<file path="src/rtl/jmlp_pkg.sv">
// ----------------------------------------------------------------------------
// jmlp_pkg: shared types and constants of the joystick message line parser
// Character codes, line and button limits, and the item and result records
// passed between the parser stages.
// ----------------------------------------------------------------------------
package jmlp_pkg;

	localparam int BUTTON_COUNT = 16;
	localparam int LINE_LIMIT   = 64;

	localparam int LEN_W     = $clog2(LINE_LIMIT + 1);
	localparam int POS_W     = $clog2(BUTTON_COUNT + 1);
	localparam int BTN_IDX_W = (BUTTON_COUNT > 1) ? $clog2(BUTTON_COUNT) : 1;
	localparam int TOK_W     = 3;
	localparam int ACC_W     = 15;
	localparam int SUM_W     = 19;
	localparam int VAL_W     = 16;
	localparam int TICK_W    = 16;

	localparam logic [TOK_W-1:0] TOK_MAX    = 3'd7;
	localparam logic [TOK_W-1:0] TOK_HEADER = 3'd1;
	localparam logic [TOK_W-1:0] TOK_BUTTON = 3'd2;
	localparam logic [TOK_W-1:0] TOK_X      = 3'd3;
	localparam logic [TOK_W-1:0] TOK_Y      = 3'd4;

	localparam logic [ACC_W-1:0] ACC_MAX = 15'd32767;

	localparam logic [7:0] CH_NUL   = 8'h00;
	localparam logic [7:0] CH_TAB   = 8'h09;
	localparam logic [7:0] CH_LF    = 8'h0A;
	localparam logic [7:0] CH_VT    = 8'h0B;
	localparam logic [7:0] CH_FF    = 8'h0C;
	localparam logic [7:0] CH_CR    = 8'h0D;
	localparam logic [7:0] CH_SPACE = 8'h20;
	localparam logic [7:0] CH_PLUS  = 8'h2B;
	localparam logic [7:0] CH_MINUS = 8'h2D;
	localparam logic [7:0] CH_ZERO  = 8'h30;
	localparam logic [7:0] CH_ONE   = 8'h31;
	localparam logic [7:0] CH_NINE  = 8'h39;
	localparam logic [7:0] CH_C     = 8'h43;

	localparam logic KIND_BYTE = 1'b0;
	localparam logic KIND_TICK = 1'b1;

	typedef struct packed {
		logic       kind;
		logic [7:0] rx_byte;
	} item_t;

	typedef struct packed {
		logic                    line_done;
		logic [BUTTON_COUNT-1:0] buttons;
		logic [VAL_W-1:0]        x_value;
		logic [VAL_W-1:0]        y_value;
	} parse_res_t;

endpackage

</file>
<file path="src/rtl/jmlp_line_parser.sv">
// ----------------------------------------------------------------------------
// jmlp_line_parser: line and token state of the parser
// Holds the per-line tokenizer state and the committed button and axis
// registers; presents the state that follows the current item.
// ----------------------------------------------------------------------------
module jmlp_line_parser import jmlp_pkg::*; (
	input  logic       clk,
	input  logic       arst_n,
	input  logic       advance,
	input  item_t      item,
	output parse_res_t res_nx
);

	logic [LEN_W-1:0]        len_q, len_nx;
	logic [TOK_W-1:0]        tok_q, tok_nx;
	logic                    inside_q, inside_nx;
	logic                    header_q, header_nx;
	logic [POS_W-1:0]        pos_q, pos_nx;
	logic [BUTTON_COUNT-1:0] pend_btn_q, pend_btn_nx;
	logic [BUTTON_COUNT-1:0] pend_mask_q, pend_mask_nx;
	logic [ACC_W-1:0]        acc_q, acc_nx;
	logic                    neg_q, neg_nx;
	logic                    stop_q, stop_nx;
	logic                    phase_q, phase_nx;
	logic [VAL_W-1:0]        pend_x_q, pend_x_nx;
	logic                    x_seen_q, x_seen_nx;
	logic [VAL_W-1:0]        pend_y_q, pend_y_nx;
	logic                    y_seen_q, y_seen_nx;
	logic [BUTTON_COUNT-1:0] btn_q, btn_nx;
	logic [VAL_W-1:0]        x_q, x_nx;
	logic [VAL_W-1:0]        y_q, y_nx;

	logic             done;
	logic             end_now;
	logic [7:0]       ch;
	logic             is_digit;
	logic [ACC_W-1:0] acc_cur;
	logic [SUM_W-1:0] sum;
	logic [VAL_W-1:0] num_val;

	// A new token starts its number from zero
	assign ch       = item.rx_byte;
	assign is_digit = (ch >= CH_ZERO) && (ch <= CH_NINE);
	assign acc_cur  = inside_q ? acc_q : '0;
	assign sum      = {{(SUM_W-ACC_W){1'b0}}, acc_cur} * SUM_W'(10)
	                + {{(SUM_W-8){1'b0}}, ch - CH_ZERO};

	// Work out the state after one item
	always_comb begin
		len_nx       = len_q;
		tok_nx       = tok_q;
		inside_nx    = inside_q;
		header_nx    = header_q;
		pos_nx       = pos_q;
		pend_btn_nx  = pend_btn_q;
		pend_mask_nx = pend_mask_q;
		acc_nx       = acc_q;
		neg_nx       = neg_q;
		stop_nx      = stop_q;
		phase_nx     = phase_q;
		pend_x_nx    = pend_x_q;
		x_seen_nx    = x_seen_q;
		pend_y_nx    = pend_y_q;
		y_seen_nx    = y_seen_q;
		btn_nx       = btn_q;
		x_nx         = x_q;
		y_nx         = y_q;
		done         = 1'b0;
		end_now      = 1'b0;
		num_val      = '0;

		if (advance && item.kind == KIND_BYTE) begin
			if (ch == CH_CR) begin
				// skip carriage return
			end else if (ch == CH_LF) begin
				done    = 1'b1;
				end_now = inside_q;
			end else if (len_q < LEN_W'(LINE_LIMIT)) begin
				len_nx = len_q + 1'b1;
				if (ch == CH_NUL) begin
					// drop the rest of the line up to LF
					len_nx = LEN_W'(LINE_LIMIT);
				end else if (ch == CH_SPACE) begin
					end_now = inside_q;
				end else begin
					// open a new token on its first character
					if (!inside_q) begin
						inside_nx = 1'b1;
						if (tok_q < TOK_MAX) begin
							tok_nx = tok_q + 1'b1;
						end
						if (tok_nx == TOK_HEADER) begin
							header_nx = (ch == CH_C);
						end
						acc_nx   = '0;
						neg_nx   = 1'b0;
						stop_nx  = 1'b0;
						phase_nx = 1'b0;
					end
					if (tok_nx == TOK_BUTTON) begin
						if (pos_q < POS_W'(BUTTON_COUNT)) begin
							pend_mask_nx[pos_q[BTN_IDX_W-1:0]] = 1'b1;
							if (ch == CH_ONE) begin
								pend_btn_nx[pos_q[BTN_IDX_W-1:0]] = 1'b1;
							end
							pos_nx = pos_q + 1'b1;
						end
					end else if (tok_nx == TOK_X || tok_nx == TOK_Y) begin
						// atoi style number: blanks, sign, digits
						if (!stop_nx) begin
							if (!phase_nx && (ch == CH_TAB || ch == CH_VT || ch == CH_FF)) begin
								// skip leading blank
							end else if (!phase_nx && (ch == CH_PLUS || ch == CH_MINUS)) begin
								neg_nx   = (ch == CH_MINUS);
								phase_nx = 1'b1;
							end else if (is_digit) begin
								acc_nx   = (sum > SUM_W'(ACC_MAX)) ? ACC_MAX : sum[ACC_W-1:0];
								phase_nx = 1'b1;
							end else begin
								stop_nx = 1'b1;
							end
						end
					end
				end
			end
		end

		// Close the current token
		if (end_now) begin
			num_val = neg_nx ? VAL_W'(-{1'b0, acc_nx}) : {1'b0, acc_nx};
			if (tok_nx == TOK_X) begin
				pend_x_nx = num_val;
				x_seen_nx = 1'b1;
			end else if (tok_nx == TOK_Y) begin
				pend_y_nx = num_val;
				y_seen_nx = 1'b1;
			end
			inside_nx = 1'b0;
		end

		// Commit a good line, then clear the line state
		if (done) begin
			if (header_nx && tok_nx >= TOK_HEADER) begin
				if (tok_nx >= TOK_BUTTON) begin
					btn_nx = (btn_q & ~pend_mask_nx) | pend_btn_nx;
				end
				if (x_seen_nx) begin
					x_nx = -pend_x_nx;
				end
				if (y_seen_nx) begin
					y_nx = pend_y_nx;
				end
			end
			len_nx       = '0;
			tok_nx       = '0;
			inside_nx    = 1'b0;
			header_nx    = 1'b0;
			pos_nx       = '0;
			pend_btn_nx  = '0;
			pend_mask_nx = '0;
			acc_nx       = '0;
			neg_nx       = 1'b0;
			stop_nx      = 1'b0;
			phase_nx     = 1'b0;
			pend_x_nx    = '0;
			x_seen_nx    = 1'b0;
			pend_y_nx    = '0;
			y_seen_nx    = 1'b0;
		end
	end

	// Hold the parser state
	always_ff @(posedge clk or negedge arst_n) begin
		if (!arst_n) begin
			len_q       <= '0;
			tok_q       <= '0;
			inside_q    <= 1'b0;
			header_q    <= 1'b0;
			pos_q       <= '0;
			pend_btn_q  <= '0;
			pend_mask_q <= '0;
			acc_q       <= '0;
			neg_q       <= 1'b0;
			stop_q      <= 1'b0;
			phase_q     <= 1'b0;
			pend_x_q    <= '0;
			x_seen_q    <= 1'b0;
			pend_y_q    <= '0;
			y_seen_q    <= 1'b0;
			btn_q       <= '0;
			x_q         <= '0;
			y_q         <= '0;
		end else begin
			len_q       <= len_nx;
			tok_q       <= tok_nx;
			inside_q    <= inside_nx;
			header_q    <= header_nx;
			pos_q       <= pos_nx;
			pend_btn_q  <= pend_btn_nx;
			pend_mask_q <= pend_mask_nx;
			acc_q       <= acc_nx;
			neg_q       <= neg_nx;
			stop_q      <= stop_nx;
			phase_q     <= phase_nx;
			pend_x_q    <= pend_x_nx;
			x_seen_q    <= x_seen_nx;
			pend_y_q    <= pend_y_nx;
			y_seen_q    <= y_seen_nx;
			btn_q       <= btn_nx;
			x_q         <= x_nx;
			y_q         <= y_nx;
		end
	end

	assign res_nx.line_done = done;
	assign res_nx.buttons   = btn_nx;
	assign res_nx.x_value   = x_nx;
	assign res_nx.y_value   = y_nx;

endmodule

</file>
<file path="src/rtl/jmlp_link_timer.sv">
// ----------------------------------------------------------------------------
// jmlp_link_timer: link age counter
// Counts ticks since the last completed line and compares the age against
// the programmed disconnect limit.
// ----------------------------------------------------------------------------
module jmlp_link_timer import jmlp_pkg::*; (
	input  logic              clk,
	input  logic              arst_n,
	input  logic              advance,
	input  logic              is_tick,
	input  logic              line_done,
	input  logic              cfg_we,
	input  logic [TICK_W-1:0] cfg_value,
	output logic              connected_nx
);

	logic [TICK_W-1:0] limit_q;
	logic [TICK_W-1:0] ticks_q, ticks_nx;
	logic [TICK_W-1:0] limit_eff;

	// Restart on a completed line, age on a tick, saturate at all ones
	always_comb begin
		ticks_nx = ticks_q;
		if (advance) begin
			if (line_done) begin
				ticks_nx = '0;
			end else if (is_tick && ticks_q != '1) begin
				ticks_nx = ticks_q + 1'b1;
			end
		end
	end

	// A zero limit acts as one
	assign limit_eff    = (limit_q == '0) ? TICK_W'(1) : limit_q;
	assign connected_nx = ticks_nx < limit_eff;

	always_ff @(posedge clk or negedge arst_n) begin
		if (!arst_n) begin
			limit_q <= TICK_W'(1000);
			ticks_q <= '1;
		end else begin
			if (cfg_we) begin
				limit_q <= cfg_value;
			end
			ticks_q <= ticks_nx;
		end
	end

endmodule

</file>
<file path="src/rtl/joystick_message_line_parser.sv">
// ----------------------------------------------------------------------------
// joystick_message_line_parser: serial joystick message parser, top level
// Input register, line parser, link timer and output register.
// ----------------------------------------------------------------------------
// Each input transaction is a serial byte (tuser low) or a time tick (tuser
// high) and yields exactly one output transaction carrying the button and
// axis registers and the link state after that item. The block takes one
// item per clock while the output side accepts: an input register feeds
// combinational parse logic whose result is caught in an output register.
// Output valid rises once the item has passed the input register and then
// the output register. tlast marks the result of an LF that completed a
// line. The disconnect limit is written on the cfg channel, which is
// always ready; write it only while no items are in flight.
module joystick_message_line_parser import jmlp_pkg::*; (
	input  logic        clk,
	input  logic        arst_n,
	// configuration write: disconnect_ticks[15:0]
	input  logic        cfg_valid,
	output logic        cfg_ready,
	input  logic [15:0] cfg_data,
	// input stream
	input  logic        s_axis_tvalid,
	output logic        s_axis_tready,
	input  logic [7:0]  s_axis_tdata,   // rx_byte[7:0]
	input  logic [0:0]  s_axis_tuser,   // kind[0]
	// output stream
	output logic        m_axis_tvalid,
	input  logic        m_axis_tready,
	output logic [55:0] m_axis_tdata,   // buttons[15:0], x_value[31:16],
	                                    // y_value[47:32], connected[48], zero
	output logic        m_axis_tlast    // line_done
);

	logic       valid_s1;
	item_t      item_s1;
	logic       valid_s2;
	parse_res_t res_s2;
	logic       connected_s2;
	logic       advance;
	parse_res_t res_nx;
	logic       connected_nx;

	// Move an item into the output register when that register is free
	assign advance       = valid_s1 && (!valid_s2 || m_axis_tready);
	assign s_axis_tready = !valid_s1 || advance;
	assign cfg_ready     = 1'b1;

	// Capture the input transaction
	always_ff @(posedge clk or negedge arst_n) begin
		if (!arst_n) begin
			valid_s1 <= 1'b0;
		end else if (s_axis_tready) begin
			valid_s1 <= s_axis_tvalid;
		end
	end

	always_ff @(posedge clk) begin
		if (s_axis_tready && s_axis_tvalid) begin
			item_s1.kind    <= s_axis_tuser[0];
			item_s1.rx_byte <= s_axis_tdata;
		end
	end

	jmlp_line_parser u_parser (
		.clk     (clk),
		.arst_n  (arst_n),
		.advance (advance),
		.item    (item_s1),
		.res_nx  (res_nx)
	);

	jmlp_link_timer u_timer (
		.clk          (clk),
		.arst_n       (arst_n),
		.advance      (advance),
		.is_tick      (item_s1.kind == KIND_TICK),
		.line_done    (res_nx.line_done),
		.cfg_we       (cfg_valid && cfg_ready),
		.cfg_value    (cfg_data),
		.connected_nx (connected_nx)
	);

	// Hold the result until the output transaction completes
	always_ff @(posedge clk or negedge arst_n) begin
		if (!arst_n) begin
			valid_s2 <= 1'b0;
		end else if (!valid_s2 || m_axis_tready) begin
			valid_s2 <= valid_s1;
		end
	end

	always_ff @(posedge clk) begin
		if (advance) begin
			res_s2       <= res_nx;
			connected_s2 <= connected_nx;
		end
	end

	assign m_axis_tvalid = valid_s2;
	assign m_axis_tlast  = res_s2.line_done;
	assign m_axis_tdata  = {7'd0, connected_s2, res_s2.y_value, res_s2.x_value,
	                        res_s2.buttons};

	// An empty output register never stalls the input side
	a_ready_when_empty: assert property (@(posedge clk) disable iff (!arst_n)
		!valid_s2 |-> s_axis_tready)
		else $error("input stalled with empty output register");

	// A held item reaches the output on the next cycle when the output was free
	a_item_moves: assert property (@(posedge clk) disable iff (!arst_n)
		(valid_s1 && !valid_s2) |=> valid_s2)
		else $error("item not moved to output register");

	// A completed line always leaves the link connected
	a_line_connects: assert property (@(posedge clk) disable iff (!arst_n)
		(m_axis_tvalid && m_axis_tlast) |-> m_axis_tdata[48])
		else $error("completed line did not mark link connected");

	// A tick never completes a line
	a_tick_no_line: assert property (@(posedge clk) disable iff (!arst_n)
		(advance && item_s1.kind == KIND_TICK) |-> !res_nx.line_done)
		else $error("tick flagged as line end");

endmodule

</file>
<file path="config.mk">
export PLATFORM = sky130hd
export DESIGN_NAME = joystick_message_line_parser
export DESIGN_NICKNAME = d
export VERILOG_FILES = /design/src/rtl/jmlp_pkg.sv /design/src/rtl/jmlp_line_parser.sv /design/src/rtl/jmlp_link_timer.sv /design/src/rtl/joystick_message_line_parser.sv
export SDC_FILE = /design/constraint.sdc
export NUM_CORES = 1
export LEC_CHECK = 0
export ABC_AREA = 1
export ABC_CLOCK_PERIOD_IN_PS = 17140
export BUFFER_PORTS_ARGS = -buffer_cell sky130_fd_sc_hd__buf_2
export CAP_MARGIN = 20
export CORE_MARGIN = 3
export CORE_UTILIZATION = 50
export DETAILED_ROUTE_END_ITERATION = 16
export MAX_ROUTING_LAYER = met4
export PLACE_DENSITY = 0.76
export RECOVER_POWER = 25
export SYNTH_ARGS = -nofsm -noshare
export SYNTH_HDL_FRONTEND = slang
export SYNTH_SLANG_ARGS = --single-unit
</file>
<file path="constraint.sdc">
create_clock -name clk -period 17.14 [get_ports clk]
set_clock_uncertainty 0.05 [all_clocks]
set_input_delay 0.857 -clock clk [delete_from_list [all_inputs] [get_ports clk]]
set_output_delay 0.857 -clock clk [all_outputs]
set_load 0.03 [all_outputs]
</file>
==> run metrics <==
Avg Inst Size Synth 8.254 um2; CTS resizes 0; synthesized area roughly 13000 um2; Die W approximately 170 um; pwr/cell area 109.2 nW/um2; CP Class flop to flop; CTS tree built; share of post-route cells with drive strength above 1 15.91%; Final Hold Fails 0; hold path start u_parser.x_q[15]; cell family with most CP delay simple AND/OR/NAND/NOR gates; initial antenna violation count 0; vias per std cell 5.265; warnings from Yosys 0; R2R Setup Slk between 10000 and 15000 ps; Die Y between 150 and 200 um; largest net degree at the start of global routing between 100 and 150; initial DRC count 840; VDD IR-drop max about 0.000094 V; WP data arrival just under 7000 ps; Final setup viols 0; DR pass1 iterations 6; CTS Root Cell clkbuf_16; Setup crit start kind flop; cts bufs inserted 23; Reg-to-Reg End m_axis_tdata[30]; Worst Max-Slew Pin Slew ~5300 ps; I/O pin cnt 90; worst r2r path cells 37; Core Footprint 25540 um2; synth unique cells between 50 and 60; GRT Util Overall a little over a fifth; grt ovf 0; max frequency between 0.15 and 0.2 GHz; max-slew violation count approximately 100; Crit Path Max Fanout 28; CP Buf/Inv Count 4; area taken by multi-input logic gates roughly 6000 um2; # DRC 0; Leak 7.487 nW; Critical Path End Type flop; number of hold buffers added after cts 0; required time of the critical path ~17000 ps; outcome finished, violations left; global placement routability congestion between 0.9 and 1; Max-slew headroom -252.0%; Initial Util 51.57%; Cells after Synth 1596; RSZ-0062 raised after global routing no; setup_tns 0 ps; failing checks max-capacitance violations, max-slew violations; Total Power about 1.6 mW; Clk Latency, worst-skew pair 510 ps; Post-Route WL about 29 mm; area grow syn2layout 11.27%; post-CTS setup buffer count 0; CTS Sinks between 200 and 250; CP most frequent cell nand2_1; FF+latch count, synth between 200 and 250; Cell Rows 58; CTS Buffer Depth 3; Worst Hold Depth 2; fillers ~2300; Final ANT Viol Nets 0; via count 10610; WL/cell about 15 um; max cap viols 1; clk slew on worst S/H paths 70 ps; fin crit period between 6000 and 7000 ps; IO buf count about 80; register area roughly 6400 um2; die area 28330 um2; Hold Crit Class flop to flop; Final HPWL DP between 20 and 25 mm; # nets final between 1500 and 2000; RR Startpoint u_parser.inside_q; Antenna Cells 0; Final period util between 30% and 40%; slowest stage delay, CP ~870 ps; vias in the first global route between 10000 and 15000; sequential area share after synthesis approximately half; hold path endpoint u_parser.x_q[15]; H-tree depth 1; slowest stage cell, crit path dfrtp_1; first-pass GRT wire length between 40 and 50 mm
==> per-stage QoR <==
step	setup WS (ps)	cells	cell area, um2	util, %	hold WS [ps]
6_report	10540	2015	14660	57.39	429.9
5_1_grt	9988	2015	14660	57.39	455.1
3_3_place_gp	10880	1973	13850	54.21	405.6
3_5_place_dp	10640	1973	13850	54.21	413.1
4_1_cts	10630	2014	14640	57.31	429.4
2_1_floorplan	11710	1602	13200	-	384.0
==> sequential cells by signal, summed over array words and instances (netlist names), 7 cells and up <==
register              flops
u_parser.x_q             16
u_parser.len_q            7
u_parser.pend_y_q        16
u_parser.pend_x_q        16
item_s1                   9
m_axis_tdata             48
u_parser.y_q             16
u_parser.pend_btn_q      16
u_timer.ticks_q          16
u_parser.btn_q           16
u_timer.limit_q          16
u_parser.acc_q           15
u_parser.pend_mask_q     16
==> worst max path at each step <==
stage	startpoint	endpoint	slack, ps	depth (start not counted)
floorplan	u_parser.inside_q	m_axis_tdata[30]	11710	38
global placement	u_parser.inside_q	m_axis_tdata[30]	10880	37
detailed placement	u_parser.inside_q	m_axis_tdata[30]	10640	37
CTS	u_parser.inside_q	m_axis_tdata[30]	10630	37
global route	u_parser.inside_q	m_axis_tdata[26]	9990	36
finish	u_parser.inside_q	m_axis_tdata[30]	10540	37
==> tightest hold or removal path, cell delays in order, from the launching register on <==
cell and delay (ps):
dfrtp_1 320, nand2_1 50, nand2_1 70
==> metal layers <==
metal / up-vias / GRT usage, % / wire length (um)
met1: 4990 / 28.64 / 13200
met5: - / - / 0
met4: 0 / 5.621 / 717
li1: 5321 / - / -
met2: 246 / 35.20 / 14120
met3: 52 / 2.066 / 1318
==> placed cells by master, fill, tap and decap left out, types with 53 or more instances in the layout <==
master,n
nand2_1,334
edfxtp_1,59
buf_2,79
nor2_1,228
nand3_1,69
inv_1,175
a21oi_1,98
dfrtp_1,161
ha_1,53
o21ai_0,103
==> logic make-up after synthesis <==
kind of cell / after synthesis / share of synthesized area (%)
compound gates: 262 / 11.26
xor+xnor: 22 / 1.463
fa+ha+maj: 54 / 5.186
buf+inv: 244 / 7.427
flops: 242 / 48.42
mux: 5 / 0.3989
other cells: 2 / 0.05701
simple gates: 765 / 25.79
==> layout make-up <==
cell class                 count  share of cell area (%)
inverter                     197                   5.044
clock inverter                 9                  0.8365
tap                          330                   2.817
clock buffer                  32                   4.575
timing repair buffer          89                   3.295
multi-input combinational   1116                   39.92
sequential                   242                   43.51
==> cell usage after synthesis (all sizes together) <==
| cell | count | share of area, % |
|---|---|---|
| o21a | 2 | 0.11 |
| ha | 53 | 5.0 |
| and2 | 2 | 0.095 |
| o211ai | 4 | 0.23 |
| dfrtp | 161 | 31 |
| o32ai | 1 | 0.066 |
| nor3 | 22 | 0.96 |
| o31ai | 2 | 0.11 |
| a21oi | 105 | 4.4 |
| o21ai | 113 | 4.3 |
| nor2 | 252 | 8.0 |
| nand4 | 14 | 0.66 |
| or3 | 1 | 0.048 |
| clkbuf | 28 | 0.80 |
| nor3b | 1 | 0.057 |
| mux2i | 3 | 0.23 |
| inv | 194 | 5.5 |
| xor2 | 11 | 0.73 |
| a31o | 6 | 0.40 |
| xnor2 | 11 | 0.73 |
| nand3 | 83 | 3.7 |
| a221oi | 2 | 0.13 |
| fa | 1 | 0.15 |
| a31oi | 15 | 0.71 |
| o311ai | 1 | 0.066 |
| nand2 | 368 | 11 |
| o2111ai | 1 | 0.066 |
| or2 | 10 | 0.47 |
| buf | 19 | 1.0 |
| dfstp | 22 | 4.4 |
| nor4 | 7 | 0.33 |
| clkinv | 3 | 0.085 |
| o221a | 2 | 0.17 |
| edfxtp | 59 | 13 |
| o21bai | 3 | 0.17 |
| nand3b | 5 | 0.28 |
| mux2 | 2 | 0.17 |
| a41oi | 1 | 0.066 |
| o22ai | 1 | 0.048 |
| a21boi | 1 | 0.085 |
| conb | 2 | 0.057 |
| a211oi | 2 | 0.11 |
==> power by group <==
part	switching (mW)	leakage [nW]	internal [mW]
clock network	0.209	0.393	0.318
registers	0.0306	2.96	0.646
logic	0.276	4.13	0.122
Power figures use the tool's default switching activity.
